**src/rtl/wcc_ram.sv**
```systemverilog
// Simple dual-port synchronous RAM with a registered read.
`timescale 1ns / 1ps
module wcc_ram #(
    parameter int DEPTH = 31,
    parameter int WIDTH = 16,
    parameter int ABITS = (DEPTH > 1) ? $clog2(DEPTH) : 1
) (
    input  logic             clk,
    input  logic             we,
    input  logic [ABITS-1:0] waddr,
    input  logic [WIDTH-1:0] wdata,
    input  logic [ABITS-1:0] raddr,
    output logic [WIDTH-1:0] rdata
);

    logic [WIDTH-1:0] mem [DEPTH];

    always_ff @(posedge clk)
    begin
        if (we)
        begin
            mem[waddr] <= wdata;
        end
    end

    always_ff @(posedge clk)
    begin
        rdata <= mem[raddr];
    end

endmodule

```
**config.mk**
```make
export PLATFORM = sky130hd
export DESIGN_NAME = wcc_ram
export DESIGN_NICKNAME = d
export VERILOG_FILES = /design/src/rtl/wcc_ram.sv
export SDC_FILE = /design/constraint.sdc
export NUM_CORES = 1
export LEC_CHECK = 0
export BUFFER_PORTS_ARGS = -buffer_cell sky130_fd_sc_hd__clkbuf_2
export CAP_MARGIN = 20
export CORE_UTILIZATION = 43
export DETAILED_ROUTE_END_ITERATION = 6
export GPL_ROUTABILITY_DRIVEN = 1
export GPL_TIMING_DRIVEN = 0
export SLEW_MARGIN = 20
export SYNTH_ARGS = -nofsm -noshare
export SYNTH_HDL_FRONTEND = slang
export SYNTH_SLANG_ARGS = --single-unit
```
**constraint.sdc**
```tcl
create_clock -name clk -period 3.7 [get_ports clk]
set_input_delay 0.74 -clock clk [delete_from_list [all_inputs] [get_ports clk]]
set_output_delay 0.74 -clock clk [all_outputs]
set_load 0.005 [all_outputs]
```
# Word-level counts from Yosys, hierarchy flattened
# Memories as Yosys holds them, arrays and structs flattened. A register that Yosys moved wholly into a read port is not among the register bits.
# Cells that the tools add are included.
[word_totals] output_inout_bits=16 elab_cells=3 memories=1 regBits=0 in_bits=28 mem_bits_rw=496
[memory_table] name="mem" words=31 width=16 rd=1 rd_clocked_by_memory_dff=1 wr=1 line="16" text="logic [WIDTH-1:0] mem [DEPTH];"
[classes] muxes=2
[op_table] op="two-way mux 1 bit" count=2

# Logic depth before layout (Yosys ltp)
[depth] depth_word=2 mapped_depth=9 ltp_nobuf=5

# Worst setup path before layout
# OpenSTA, ideal clock, no wires.
[synth_path] kind="input -> register" start="in waddr[1]" end="mem mem[12][0] (enable)" setup_ps=388 path_stages=3 path_buffers=1 arrival_ps=2092 setup_slack_ps=1220 t_required_ps=3312 path_cell_list="or3b_2 > clkbuf_1 > nor2_1"
[synth_rtl] item="from (decl)" line="10" text="input logic [ABITS-1:0] waddr,"
[synth_rtl] item="to (decl)" line="16"
# No word-level cell before the write port.

==> results.py <==
metrics = {
    "pwr": {
        "power_uw": 12300,
        "ir_drop_mv": 0.320,
        "share_comb_of_total_power_pct": 5.2,
        "p_clk_share_pct": 42.3,
        "p_leak_uw": 0.00722,
        "p_int_uw": 9730,
        "power_frac_seq_pct": 52.5,
        "p_sw_uw": 2580,
        "p_sw_share_pct": 21.0,
        "p_per_area_nw_per_um2": 546,
    },
    "route": {
        "num_vias": 9724,
        "drt_wl_total_um": 47600,
        "drt_iter0_markers": 1111,
        "top_layer_used": "met4",
        "drc_errors": 0,
        "avgViaCountPerCell": 5.79,
        "dr.pass1.iters": 5,
        "wl_met2_um": 23000,
        "wl_met3_um": 3420,
        "ant_nets": 0,
        "wl_per_cell_um": 28.4,
        "drt-met1-wl_um": 20200,
    },
    "clocking": {
        "ctsResizeCount": 0,
        "root_buffer": "clkbuf_16",
        "insertion_delay_ns": 0.60,
        "cts_tree": "done",
        "cts_setup_buffers": 0,
        "clkTransAtPathRegs_ns": 0.06,
        "clockBufferDepth": 3,
        "clock-sinks": 512,
        "htreeDepth": 2,
        "numCtsBuffers": 52,
        "holdBufCountCts": 0,
    },
    "sta": {
        "fin_crit_ns": 2.30,
        "drv_slew": 0,
        "rsz0062_at_grt": "no",
        "clock_skew_ns": 0.0248,
        "setup_viol": 0,
        "setup_slack_ns": 1.40,
        "fmax_ghz": 0.436,
        "worstMarginPinSlew_ns": 0.879,
        "hold_viol": 0,
        "hold_ws_ns": 0.690,
        "min_period_over_period_pct": 62.0,
        "setup_tns_ns": 0,
        "slew_headroom_pct": 41.4,
    },
    "logic_synthesis": {
        "syn_area_per_cell_um2": 21.0,
        "syn_inst": 933,
        "syn_area_um2": 19600,
        "yosysWarnings": 0,
        "yosys_most_used_dff": "edfxtp_1",
        "synth_edf_count": 496,
        "synth_nets": 961,
        "ys_ff_latch": 512,
        "ys_seq_area_share_pct": 77.8,
        "ys_async_sr_fraction_pct": 0,
        "ys_types": 44,
    },
    "critical_path": {
        "start_kind": "primary input",
        "crit_required_ns": 4.16,
        "crit_fanout": 10,
        "cp-end-kind": "flop",
        "crit_type": "in2reg",
        "r2r_cells": 4,
        "crit_arrival_ns": 2.75,
    },
    "grt": {
        "antenna_found_initial": 0,
        "grt_pass1_vias": 9814,
        "grt_max_degree": 32,
        "grt_overflow": 0,
        "track_usage_pct": 21.0,
        "grt_first_pass_wirelength_um": 68700,
    },
    "outcome": {
        "status": "finished, final reports clean",
    },
    "placement": {
        "gp_congestion": 0.898,
        "port_buffers": 40,
        "post-place-ws_ns": 0.843,
        "dp_hpwl_um": 30700,
        "placed_cells": 1582,
    },
    "worst_hold_path": {
        "hold_path_class": "reg2reg",
        "holdPathStages": 4,
    },
    "layout": {
        "n_fill_cell": 3611,
        "layout.cells.non_filler": 1679,
        "antennaDiodeCount": 0,
        "final_net_count": 1072,
        "area_delta_synth_final_pct": 15.4,
        "drive_gt1_share_pct": 29.0,
    },
    "die": {
        "die_h_um": 215,
        "dieArea_um2": 46300,
        "initial_core_util_pct": 43.9,
        "die_w_um": 215,
        "io_pins": 44,
        "core-area_um2": 44500,
        "rows": 77,
    },
    "job": {
        "maxCapViolations": 0,
    },
}
## kinds of logic (layout without fill, tap and decap cells)
family	count (synthesis)	after routing	synth area share [%]
AOI/OAI and AO/OA	103	103	3.63
buffers and inverters	50	204	2.00
DFF	512	512	77.8
muxes	149	149	13.7
and+or+nand+nor	119	119	2.91
## synth_stat cells (2+ instances only)
library cell | count | area share [%]
or3b_2 | 2 | 0.090
nand4_1 | 3 | 0.096
nand2b_1 | 4 | 0.13
buf_4 | 3 | 0.12
o21ai_0 | 13 | 0.33
mux4_1 | 4 | 0.54
nor2_1 | 41 | 0.79
clkbuf_1 | 10 | 0.19
o21ai_1 | 3 | 0.077
mux4_2 | 87 | 10
buf_2 | 18 | 0.46
a22o_1 | 11 | 0.49
and3_1 | 3 | 0.096
nand2_1 | 34 | 0.65
o211ai_1 | 2 | 0.077
dfxtp_1 | 16 | 1.6
edfxtp_1 | 496 | 76
or3_1 | 2 | 0.064
a31o_1 | 3 | 0.13
nor3_2 | 3 | 0.15
nand3_1 | 14 | 0.36
nand3b_1 | 5 | 0.19
nor3_1 | 2 | 0.051
a31oi_1 | 21 | 0.67
o22ai_1 | 22 | 0.70
a22oi_1 | 23 | 0.88
mux2_2 | 21 | 1.2
buf_6 | 10 | 0.58
mux2i_1 | 37 | 1.9
o211ai_2 | 2 | 0.13
buf_12 | 5 | 0.51
## cell type report
cell class	count	area [um^2]	share of cell area, %
sequential	512	15200	67.4
multi-input combinational	371	4110	18.2
buffer	49	387	1.71
inverter	1	3.75	0.0166
clock inverter	28	255	1.13
timing repair buffer	57	432	1.91
clock buffer	69	1430	6.32
tap	592	741	3.28
## worst paths after layout
| path | endpoint | slack (ns) | startpoint |
|---|---|---|---|
| setup / recovery | rdata[10]$_DFF_P_ | 1.40 | raddr[1] |
| hold / removal | rdata[12]$_DFF_P_ | 0.69 | mem[1][12]$_DFFE_PP_ |
| setup reg to reg | rdata[1]$_DFF_P_ | 1.97 | mem[23][1]$_DFFE_PP_ |
| hold reg to reg | rdata[12]$_DFF_P_ | 0.69 | mem[1][12]$_DFFE_PP_ |
## critical path, cell delays in order
cell      delay, ns
clkbuf_2       0.11
buf_2          0.25
buf_2          0.33
buf_2          0.39
mux4_2         0.40
a22oi_1        0.36
nand3_1        0.15
## registers in the layout, indices dropped and copies added, names as in the netlist
register,cells
rdata,16
mem,496
## layout by cell type (no fill, tap or decap), types with 3 or more instances in the layout
master	instances
clkbuf_8	4
nand3_1	14
bufinv_16	5
and3_1	3
buf_12	5
nand3b_1	5
nand4_1	3
buf_6	23
clkinv_2	7
nor2_1	10
nor2_2	16
mux2i_1	37
dfxtp_1	16
mux4_1	4
a31oi_1	21
buf_4	3
o21ai_0	13
clkbuf_16	53
nand2b_1	4
o21ai_1	3
buf_2	18
edfxtp_1	496
buf_8	3
nor2_4	16
a22oi_1	23
clkbuf_1	22
mux4_2	87
clkbuf_2	41
mux2_2	21
a22o_1	11
o22ai_1	22
nand2_1	34
clkinv_1	14
nor3_2	3
a31o_1	3
## through the flow
step / util (%) / area [um^2]
after CTS: 50.7 / 22600
after global placement: 46.0 / 20500
after detailed placement: 46.9 / 20900
final: 50.7 / 22600
after floorplan: - / 19600
after global routing: 50.7 / 22600
## per-layer routing
layer / track usage (%) / up-vias
li1: - / 4114
met1: 29.5 / 5181
met2: 33.3 / 357
met3: 4.06 / 72
met4: 6.29 / 0
met5: 0 / -
## power groups by stage
stage / clock (uW) / sequential [uW] / combinational (uW)
3_5_place_dp: 0 / 6590 / 645
5_1_grt: 5500 / 6470 / 681
3_3_place_gp: 0 / 6590 / 619
6_report: 5210 / 6470 / 638
4_1_cts: 5270 / 6470 / 647
2_1_floorplan: 0 / 6590 / 336
Note: power is estimated with default switching activity, not from simulation.
